File: src/rtl/core/y2p_pkg.sv
// y2p_pkg: shared widths, register indexes, sequencer states and helper
// functions for the YV12 to packed YUV 4:4:4 converter.
// No dependencies; every other file in rtl/core imports it.
package y2p_pkg;

  // Field and datapath widths
  localparam int BYTE_W     = 8;
  localparam int DIM_W      = 10;
  localparam int STRIDE_W   = 13;
  localparam int ADDR_W     = 21;
  localparam int SIZE_W     = 2 * DIM_W;      // luma plane size, width * height
  localparam int POS_W      = SIZE_W + 1;     // whole frame, 1.5 * luma size
  localparam int HALF_W     = DIM_W - 1;      // block column / block row
  localparam int QUO_W      = SIZE_W - 2;     // index into the U plane
  localparam int ACC_W      = 24;             // multiply-add result
  localparam int CFG_IDX_W  = 2;
  localparam int CFG_DATA_W = STRIDE_W;

  // Default store limits
  localparam int DEF_MAX_WIDTH  = 512;
  localparam int DEF_MAX_HEIGHT = 512;

  // Register reset values
  localparam logic [DIM_W-1:0]    RST_FRAME_WIDTH  = DIM_W'(512);
  localparam logic [DIM_W-1:0]    RST_FRAME_HEIGHT = DIM_W'(512);
  localparam logic [STRIDE_W-1:0] RST_ROW_STRIDE   = STRIDE_W'(1536);

  // Register indexes
  localparam logic [CFG_IDX_W-1:0] CFG_FRAME_WIDTH  = CFG_IDX_W'(0);
  localparam logic [CFG_IDX_W-1:0] CFG_FRAME_HEIGHT = CFG_IDX_W'(1);
  localparam logic [CFG_IDX_W-1:0] CFG_ROW_STRIDE   = CFG_IDX_W'(2);

  // Sequencer states
  typedef enum logic [2:0] {
    ST_IDLE,
    ST_SIZE,
    ST_SIZE_WB,
    ST_CLASS,
    ST_DIV,
    ST_LIDX,
    ST_ADDR,
    ST_EMIT
  } seq_state_t;

  // Clamp a frame dimension to 2..maxv and force it even
  function automatic logic [DIM_W-1:0] clamp_even(input logic [DIM_W-1:0] v,
                                                  input int maxv);
    int vi;
    vi = int'(v);
    if (vi < 2) vi = 2;
    if (vi > maxv) vi = maxv;
    return DIM_W'(vi & ~1);
  endfunction

endpackage

File: src/rtl/core/y2p_mac.sv
// y2p_mac: shared multiply-add unit, p = a * b + c, result registered.
// Used for the plane size, the luma index and the output address.
// Depends on y2p_pkg for operand widths.
module y2p_mac (
  input  logic                         clk,
  input  logic                         en,
  input  logic [y2p_pkg::DIM_W-1:0]    a,
  input  logic [y2p_pkg::STRIDE_W-1:0] b,
  input  logic [y2p_pkg::ACC_W-1:0]    c,
  output logic [y2p_pkg::ACC_W-1:0]    p
);
  import y2p_pkg::*;

  logic [ACC_W-1:0] p_r;
  logic [ACC_W-1:0] p_nxt;

  // Multiply at full width, then add the offset
  assign p_nxt = ACC_W'(a) * ACC_W'(b) + c;

  // Hold the product until the next operation
  always_ff @(posedge clk) begin
    if (en) begin
      p_r <= p_nxt;
    end
  end

  assign p = p_r;

endmodule

File: config.mk
export PLATFORM = sky130hd
export DESIGN_NAME = y2p_mac
export DESIGN_NICKNAME = d
export VERILOG_FILES = /design/src/rtl/core/y2p_pkg.sv /design/src/rtl/core/y2p_mac.sv
export SDC_FILE = /design/constraint.sdc
export NUM_CORES = 1
export LEC_CHECK = 0
export ABC_AREA = 1
export ABC_CLOCK_PERIOD_IN_PS = 13300
export BUFFER_PORTS_ARGS = -buffer_cell sky130_fd_sc_hd__buf_2
export CORE_AREA = 5 5 87 170
export DETAILED_ROUTE_END_ITERATION = 8
export DIE_AREA = 0 0 92 175
export GPL_TIMING_DRIVEN = 1
export HOLD_SLACK_MARGIN = 0.05
export PLACE_DENSITY_LB_ADDON = 0.05
export SYNTH_ARGS = -nofsm -noshare
export SYNTH_HDL_FRONTEND = slang
export SYNTH_SLANG_ARGS = --single-unit
File: constraint.sdc
create_clock -name clk -period 13.3 [get_ports clk]
set_input_delay 0.665 -clock clk [delete_from_list [all_inputs] [get_ports clk]]
set_output_delay 0.665 -clock clk [all_outputs]
set_load 0.1 [all_outputs]
==> results.toml <==
[timing]
worst_pin_slew_ps = 519
max_freq_mhz = 198
min_period_over_period_pct = 38.0
max_slew_margin_pct = 65.4
tns_ps = 0
setup_viol = 0
final-hold-violation-count = 0
rsz0062_at_grt = "no"
min_period_ps = 5060
drv_slew = 0

[grt]
grt_pass1_vias = 5599
grt_max_degree = 25
overflow = 0
grt_first_pass_wirelength_um = 26600
antenna_found_initial = 0
grt.total_usage_pct = 21.1

[clock_tree]
clkTransAtPathRegs_ps = 60
cts_buffers = 3
cts_hold_buf = 0
cts_tree = "done"
cts_setup_buffers = 0
cts-htree-levels = 1
clockBufferDepth = 2
ctsResizeCount = 0
cts_root_buf = "clkbuf_16"
cts_sinks = 24

[route]
dr.pass1.iters = 4
drt_iter0_drc = 120
wl_um = 15800
final_antenna_net_count = 0
met2_length_um = 9260
vias = 5008
routed.top_layer = "met4"
wire_per_inst_um = 15.1
detail_route.vias_per_cell = 4.79
drc = 0
wl_met3_um = 439
drt-met1-wl_um = 5180

[worst_hold_path]
hold_path.class = "primary input to flip-flop"
whs_path_depth = 2
worstHoldStart = "c[0]"
hold_path_end = "p[0]$_DFFE_PP_"

[setup_path]
cp_max_fo = 13
crit_path_end_kind = "flip-flop"
required_ps = 13320
crit_arrival_ps = 5080
crit_type = "primary input to flip-flop"
critPathMaxStageDelay_ps = 570
crit_path_start_kind = "primary input"
critPathTopFamily = "adder cells"
critical_path.slowest_cell = "fa_1"
crit_chain = "buf_2, nand2_1, fa_1, inv_1, fa_1, fa_1, fa_1, inv_1, fa_1, inv_1, ha_1, nand2_2, inv_1, a21oi_2, nand3_2, nand2_1, nand2_1, nand2_1, nand2_1"
crit_buf_inv = 5

[logic_synthesis]
synth-seq-area-share_pct = 11.5
netlist_instances = 837
syn_nets = 1055
syn_area_per_cell_um2 = 7.52
synth-warning-count = 0
ys_ff_latch = 24
synth.cell_area_um2 = 6290
synthDistinctLibCells = 25

[place]
gp_congestion = 0.868
dp_hpwl_um = 14200
port_buffers = 72

[floorplanning]
dieHeight_um = 175
io_pins = 73
dieArea_um2 = 16100
coreArea_um2 = 13400
initial_core_util_pct = 47.1
die_w_um = 92
fp-row-count = 60

[finish]
diodes = 0
drive_above_1_share_pct = 12.2
regArea_um2 = 721
fill_cells = 1415
multi_input_area_um2 = 4470
synthToLayoutAreaGrowth_pct = 8.69
nets = 1109
largest_reg_flops = 24
fin_util_pct = 51.2

[run_status]
outcome = "completed"

[run]
max_cap_violations = 0
metrics by stage:
step,hold slack [ps],area (um2),std cells,setup WS [ps]
floorplan,777,6290,837,8440
global placement,969,6760,1041,7960
detailed placement,965,6760,1041,7970
CTS,695,6840,1045,8250
global route,710,6840,1045,8070
finish,699,6840,1045,8240
layout make-up:
class | count | area share (%)
Multi-Input combinational cell | 520 | 65.4
Inverter | 270 | 14.8
Sequential cell | 24 | 10.5
Timing Repair Buffer | 72 | 5.27
Tap cell | 155 | 2.84
Clock buffer | 3 | 1.10
Clock inverter | 1 | 0.0549
worst max path at each step:
stage / from / to / slack (ps) / depth (start not counted)
6_report: a[4] / p[20]$_DFFE_PP_ / 8240 / 19
5_1_grt: a[4] / p[17]$_DFFE_PP_ / 8070 / 19
4_1_cts: a[4] / p[20]$_DFFE_PP_ / 8250 / 19
3_5_place_dp: a[4] / p[20]$_DFFE_PP_ / 7970 / 19
3_3_place_gp: a[4] / p[20]$_DFFE_PP_ / 7960 / 19
2_1_floorplan: b[10] / p[17]$_DFFE_PP_ / 8440 / 19
synth_stat cells:
library cell  count  area (um2)
ha_1             60         751
inv_1           266         998
nand4_1           3        18.8
nor2_1           18        67.6
o21ai_2           1        8.76
inv_2             4        15.0
nor2_4            3        33.8
and2_4            1        8.76
nand3_2           2        20.0
nor2_2            7        43.8
nand2_2          14        87.6
fa_1            109        2180
a21oi_1           9        45.0
nor3_1            3        15.0
o21bai_1          2        15.0
or2_1             1        6.26
nand2_1         254         953
edfxtp_1         24         721
nand3_1          19        95.1
xnor2_1           3        26.3
buf_1             1        3.75
nand3b_1          1        7.51
a21oi_2           2        17.5
clkbuf_1         22        82.6
xor2_1            8        70.1
logic make-up (layout without fill, tap and decap cells):
family | count (synthesis) | in the layout | synth area share, %
and+or+nand+nor | 326 | 326 | 21.6
buffers and inverters | 293 | 346 | 17.5
adders and majority gates | 169 | 169 | 46.6
DFF | 24 | 24 | 11.5
AOI/OAI and AO/OA | 14 | 14 | 1.37
xor gates and xnor gates | 11 | 11 | 1.53
cell usage in the layout (no fill, tap or decap), drive strengths merged:
cell    instances
or2             1
clkbuf          3
inv           270
ha             60
xnor2           3
clkinv          1
nand4           3
o21bai          2
fa            109
nand3b          1
nand3          21
a21oi          11
edfxtp         24
o21ai           1
xor2            8
nor3            3
buf            72
and2            1
nand2         268
nor2           28
routing by layer:
metal,up-vias,GRT usage [%]
met5,-,0
met4,0,12.8
met2,125,42.6
li1,2457,-
met1,2377,19.9
met3,49,1.38
Power is not shown: default switching activity piles up to over one toggle a cycle in this logic, so the estimate is an artifact.
