==> src/rtl/core/y2p_pkg.sv <==
// y2p_pkg: shared widths, register indexes, sequencer states and helper
// functions for the YV12 to packed YUV 4:4:4 converter.
// No dependencies; every other file in rtl/core imports it.
package y2p_pkg;

  // Field and datapath widths
  localparam int BYTE_W     = 8;
  localparam int DIM_W      = 10;
  localparam int STRIDE_W   = 13;
  localparam int ADDR_W     = 21;
  localparam int SIZE_W     = 2 * DIM_W;      // luma plane size, width * height
  localparam int POS_W      = SIZE_W + 1;     // whole frame, 1.5 * luma size
  localparam int HALF_W     = DIM_W - 1;      // block column / block row
  localparam int QUO_W      = SIZE_W - 2;     // index into the U plane
  localparam int ACC_W      = 24;             // multiply-add result
  localparam int CFG_IDX_W  = 2;
  localparam int CFG_DATA_W = STRIDE_W;

  // Default store limits
  localparam int DEF_MAX_WIDTH  = 512;
  localparam int DEF_MAX_HEIGHT = 512;

  // Register reset values
  localparam logic [DIM_W-1:0]    RST_FRAME_WIDTH  = DIM_W'(512);
  localparam logic [DIM_W-1:0]    RST_FRAME_HEIGHT = DIM_W'(512);
  localparam logic [STRIDE_W-1:0] RST_ROW_STRIDE   = STRIDE_W'(1536);

  // Register indexes
  localparam logic [CFG_IDX_W-1:0] CFG_FRAME_WIDTH  = CFG_IDX_W'(0);
  localparam logic [CFG_IDX_W-1:0] CFG_FRAME_HEIGHT = CFG_IDX_W'(1);
  localparam logic [CFG_IDX_W-1:0] CFG_ROW_STRIDE   = CFG_IDX_W'(2);

  // Sequencer states
  typedef enum logic [2:0] {
    ST_IDLE,
    ST_SIZE,
    ST_SIZE_WB,
    ST_CLASS,
    ST_DIV,
    ST_LIDX,
    ST_ADDR,
    ST_EMIT
  } seq_state_t;

  // Clamp a frame dimension to 2..maxv and force it even
  function automatic logic [DIM_W-1:0] clamp_even(input logic [DIM_W-1:0] v,
                                                  input int maxv);
    int vi;
    vi = int'(v);
    if (vi < 2) vi = 2;
    if (vi > maxv) vi = maxv;
    return DIM_W'(vi & ~1);
  endfunction

endpackage

==> src/rtl/core/y2p_divider.sv <==
// y2p_divider: restoring divider, one quotient bit per cycle, splits a
// U plane index into block row and block column. Depends on y2p_pkg.
module y2p_divider (
  input  logic                       clk,
  input  logic                       rst_n,
  input  logic                       start,
  input  logic [y2p_pkg::QUO_W-1:0]  dividend,
  input  logic [y2p_pkg::HALF_W-1:0] divisor,
  output logic                       done,
  output logic [y2p_pkg::HALF_W-1:0] quotient,
  output logic [y2p_pkg::HALF_W-1:0] remainder
);
  import y2p_pkg::*;

  localparam int CNT_W = $clog2(QUO_W + 1);

  logic [HALF_W-1:0] rem_r, rem_nxt;
  logic [QUO_W-1:0]  quo_r, quo_nxt;
  logic [CNT_W-1:0]  cnt_r, cnt_nxt;
  logic              run_r, run_nxt;
  logic              done_r, done_nxt;
  logic [HALF_W:0]   trial;
  logic              fits;

  // Shift in the next dividend bit and try a subtract
  assign trial = {rem_r, quo_r[QUO_W-1]};
  assign fits  = trial >= {1'b0, divisor};

  always_comb begin
    rem_nxt  = rem_r;
    quo_nxt  = quo_r;
    cnt_nxt  = cnt_r;
    run_nxt  = run_r;
    done_nxt = 1'b0;
    if (start) begin
      rem_nxt = '0;
      quo_nxt = dividend;
      cnt_nxt = CNT_W'(QUO_W);
      run_nxt = 1'b1;
    end else if (run_r) begin
      rem_nxt = fits ? HALF_W'(trial - {1'b0, divisor}) : HALF_W'(trial);
      quo_nxt = {quo_r[QUO_W-2:0], fits};
      cnt_nxt = cnt_r - CNT_W'(1);
      if (cnt_r == CNT_W'(1)) begin
        run_nxt  = 1'b0;
        done_nxt = 1'b1;
      end
    end
  end

  always_ff @(posedge clk) begin
    if (!rst_n) begin
      run_r  <= 1'b0;
      done_r <= 1'b0;
      cnt_r  <= '0;
    end else begin
      run_r  <= run_nxt;
      done_r <= done_nxt;
      cnt_r  <= cnt_nxt;
    end
  end

  always_ff @(posedge clk) begin
    rem_r <= rem_nxt;
    quo_r <= quo_nxt;
  end

  assign done      = done_r;
  assign quotient  = quo_r[HALF_W-1:0];
  assign remainder = rem_r;

endmodule

==> config.mk <==
export PLATFORM = sky130hd
export DESIGN_NAME = y2p_divider
export DESIGN_NICKNAME = d
export VERILOG_FILES = /design/src/rtl/core/y2p_pkg.sv /design/src/rtl/core/y2p_divider.sv
export SDC_FILE = /design/constraint.sdc
export NUM_CORES = 1
export LEC_CHECK = 0
export ABC_CLOCK_PERIOD_IN_PS = 2300
export BUFFER_PORTS_ARGS = -buffer_cell sky130_fd_sc_hd__buf_2
export CAP_MARGIN = 30
export CORE_ASPECT_RATIO = 0.5
export CORE_UTILIZATION = 48
export CTS_CLUSTER_DIAMETER = 120
export DETAILED_ROUTE_END_ITERATION = 8
export HOLD_SLACK_MARGIN = 0.06
export PLACE_DENSITY = 0.76
export RECOVER_POWER = 50
export REMOVE_ABC_BUFFERS = 1
export SLEW_MARGIN = 25
export SYNTH_ARGS = -nofsm -noshare
export SYNTH_HDL_FRONTEND = slang
export SYNTH_SLANG_ARGS = --single-unit
export TNS_END_PERCENT = 1
==> constraint.sdc <==
create_clock -name clk -period 2.3 [get_ports clk]
set_input_delay 0.46 -clock clk [delete_from_list [all_inputs] [get_ports clk]]
set_output_delay 0.46 -clock clk [all_outputs]
set_load 0.02 [all_outputs]
==> run_results.csv <==
group,metric,value,unit
outcome,status,"complete, but fails checks",
outcome,failed_checks,"setup timing",
layout,area_growth_syn_to_layout,22.8,%
layout,multiInputGateArea,997,µm²
layout,final_cells,291,
layout,drive_above_1_share,38.4,%
logic_synthesis,ys_types,44,
worst_setup_path,crit_top_cell,"a211oi_4",
logic_synthesis,synth.most_common_cell,"edfxtp_1",
global_routing,grt_pass1_wl,6.29,mm
cts,path_clk_slew,0.07,ns
layout,nNetsFinal,278,
worst_setup_path,end_kind,"flop",
logic_synthesis,postSynth.asyncResetShare,0,%
power_and_ir_drop,leakage,1.09,nW
global_routing,grt_max_degree,21,
power_and_ir_drop,pwr-share-seq,39.8,%
place,place_inst,282,
layout,nFillCells,314,
logic_synthesis,synthCells,183,
worst_setup_path,worst-path-stages,10,
worst_setup_path,cp_cell_sequence,"inv_1, ha_2, inv_2, fa_2, a211oi_4, o31ai_4, a211oi_4, buf_4, mux2i_1, a211oi_1",
logic_synthesis,synth_seq_cells,34,
logic_synthesis,yosysTopAreaCellShare,27.1,%
worst_setup_path,max_stage_delay,0.39,ns
floorplanning,die_y,47.6,µm
global_routing,grt_overflow,0,
sta,finClkSkew,0.00199,ns
power_and_ir_drop,p_sw,0.521,mW
logic_synthesis,syn_area_per_cell,10.9,µm²
routing,drtIter0Drc,51,
routing,firstDrtPassIters,4,
cts,postCtsHoldBufs,0,
logic_synthesis,synth_common_cells,"18 x edfxtp_1, 17 x mux2_2, 16 x dfxtp_1",
worst_hold_path,hp-class,"in -> reg",
floorplanning,core-area,0.00394,mm²
power_and_ir_drop,irDropWorstVdd,397,µV
worst_setup_path,path_class,"reg -> reg",
floorplanning,initial_core_util,50.6,%
floorplanning,rows,16,
sta,final-setup-viol-count,1,
layout,stdcell_area,0.00245,mm²
routing,wl_per_cell,14.6,µm
sta,finalCriticalPeriod,2.31,ns
sta,finalCritPeriodShare,100,%
logic_synthesis,synth_seq_area_share,43.2,%
power_and_ir_drop,p_sw_share,27.8,%
sta,timing.slew.headroom,32.9,%
layout,regArea,861,µm²
cts,cts_tree,"yes",
sta,slew_viol_final,0,
worst_setup_path,crit_arrival,2.51,ns
sta,worst_pin_slew,1.01,ns
routing,drtAntennaViolNets,0,
worst_setup_path,cp.required,2.50,ns
logic_synthesis,synth_edf_count,18,
worst_setup_path,cp_slowest_cell,"edfxtp_1",
cts,clk_latency,0.28,ns
cts,clkSinkCount,34,
worst_hold_path,hold_depth,2,
logic_synthesis,yosysTopAreaCell,"edfxtp_1",
place,dpl_cell_area,0.00230,mm²
run,cap_violations,0,
worst_setup_path,cp_top_family,"compound AO/OA/AOI/OAI gates",
cts,cts.htree.levels,2,
logic_synthesis,syn_area,0.00199,mm²
worst_setup_path,crit_buf_inv,3,
sta,rsz0062_at_grt,"true",
power_and_ir_drop,p_clk_share,35.0,%
routing,viasPerCell,5.25,
global_routing,track_usage,19.2,%
floorplanning,dieWidth,93.2,µm
worst_setup_path,cp_max_fo,3,
place,io_buffers,48,
routing,route.detailed.drc,0,
floorplanning,die-area,0.00443,mm²
routing,drt-total-wl,4.24,mm
layout,n_antenna_cell,0,
worst_setup_path,crit_path_start_kind,"flop",
sta,timing.fmax,433,MHz
place,dp_hpwl,3.03,mm
sta,finalHoldViolCount,0,
power_and_ir_drop,p_int,1.35,mW
worst_setup_path,r2r_cells,10,
logic_synthesis,ys_top_cells_by_area,"edfxtp_1 27%, dfxtp_1 16%, mux2_2 9.6%",
sta,worst_hold_slack,0.431,ns
global_routing,grt_pass1_vias,1380,
place,gp_congestion,0.802,
floorplanning,pin_count,49,
logic_synthesis,yosysWarnings,0,
cts,root_buffer,"clkbuf_8",
cts,numCtsBuffers,5,
logic_synthesis,synth_top_flop_cell,"edfxtp_1",
power_and_ir_drop,power_frac_comb,25.2,%
sta,worst_slack,-0.0112,ns
cts,clock_path_buffers,2,
global_routing,antenna_found_initial,0,
power_and_ir_drop,power.density,765,mW/mm²
routing,vias,1528,
## worst reg2reg max path: cells and delay by family (launching register included)
family                     cells  cell delay (ns)
AOI/OAI and AO/OA              4             0.92
adders and majority gates      2             0.54
DFF                            1             0.39
buffers and inverters          3             0.30
muxes                          1             0.07
## final timing paths
check        slack [ns]                 startpoint                         to
min                0.43                      rst_n           run_r$_SDFF_PN0_
min reg2reg        0.53  remainder[4]$_SDFFE_PP0P_  remainder[4]$_SDFFE_PP0P_
max               -0.01        quo_r[17]$_DFFE_PP_  remainder[3]$_SDFFE_PP0P_
max reg2reg       -0.01        quo_r[17]$_DFFE_PP_  remainder[3]$_SDFFE_PP0P_
## metrics by stage
stage	total power, mW	worst slack (ns)	TNS [ns]	utilization, %
finish	1.87	-0.0112	-0.0112	62.1
global route	1.95	-0.140	-0.803	62.1
CTS	1.88	-0.0197	-0.0527	62.3
detailed placement	1.21	-0.353	-2.23	58.3
global placement	1.19	-0.270	-1.67	58.3
floorplan	1.05	-0.216	-1.50	-
## per-layer routing
| layer | vias up | part of all wire, % | track usage [%] | routed length, µm |
|---|---|---|---|---|
| met5 | - | 0 | 0 | 0 |
| met4 | 0 | 1.1 | 7.38 | 48 |
| met3 | 5 | 3.9 | 4.13 | 165 |
| met2 | 43 | 51 | 35.7 | 2140 |
| met1 | 722 | 44 | 22.9 | 1880 |
| li1 | 758 | - | - | - |
## cell type report
type / count / share of cell area [%]
Clock buffer: 5 / 2.81
Clock inverter: 3 / 2.61
Inverter: 15 / 2.30
Timing Repair Buffer: 62 / 13.6
Sequential cell: 34 / 35.2
Multi-Input combinational cell: 118 / 40.7
Tap cell: 54 / 2.76
## sequential cells by signal, indices dropped and copies added (netlist names)
name	cells
quo_r	18
remainder	9
cnt_r	5
done	1
run_r	1
## repair_timing
item | 4_1_cts | 5_1_grt
setup buffers | 1 | 0
pin swaps | 3 | 1
endpoints found under the setup margin | 10 | 10
gates resized for setup | 5 | 4
## kinds of logic (layout without fill, tap and decap cells)
logic type	Yosys count	count (layout)	synth area share, %
AND/OR/NAND/NOR	44	44	11.0
flip-flops	34	34	43.2
AO/OA/AOI/OAI	31	31	14.1
buffers and inverters	31	85	7.90
multiplexers	21	21	11.6
adder cells (fa/ha/maj)	12	12	7.90
XOR/XNOR	10	10	4.39
## power groups by stage
stage	combinational (mW)	sequential, mW	clock (mW)
finish	0.471	0.746	0.655
global route	0.511	0.753	0.687
CTS	0.472	0.745	0.667
detailed placement	0.449	0.757	0
global placement	0.434	0.755	0
floorplan	0.254	0.794	0
## layout by cell type (no fill, tap or decap), types with 2 or more instances in the layout
master / netlist / final
bufinv_16: 0 / 2
a211o_1: 2 / 2
nand3_1: 4 / 4
a21o_1: 3 / 3
mux2i_1: 4 / 4
a211oi_4: 2 / 2
a21oi_1: 3 / 3
nand4_1: 3 / 3
xor2_1: 5 / 5
clkbuf_1: 4 / 8
nor3_1: 4 / 4
clkbuf_8: 0 / 5
mux2_2: 17 / 17
o311ai_1: 0 / 2
nor3b_1: 2 / 2
dfxtp_1: 16 / 16
nor2b_1: 3 / 3
a21boi_0: 2 / 2
buf_2: 0 / 41
nor2_1: 13 / 13
a211oi_1: 3 / 3
a311oi_1: 2 / 2
ha_1: 11 / 10
xnor2_1: 5 / 5
edfxtp_1: 18 / 18
o31ai_4: 1 / 2
buf_4: 9 / 11
inv_1: 15 / 14
o21ai_0: 3 / 3
nand2_1: 9 / 8
Power figures use the tool's default switching activity.
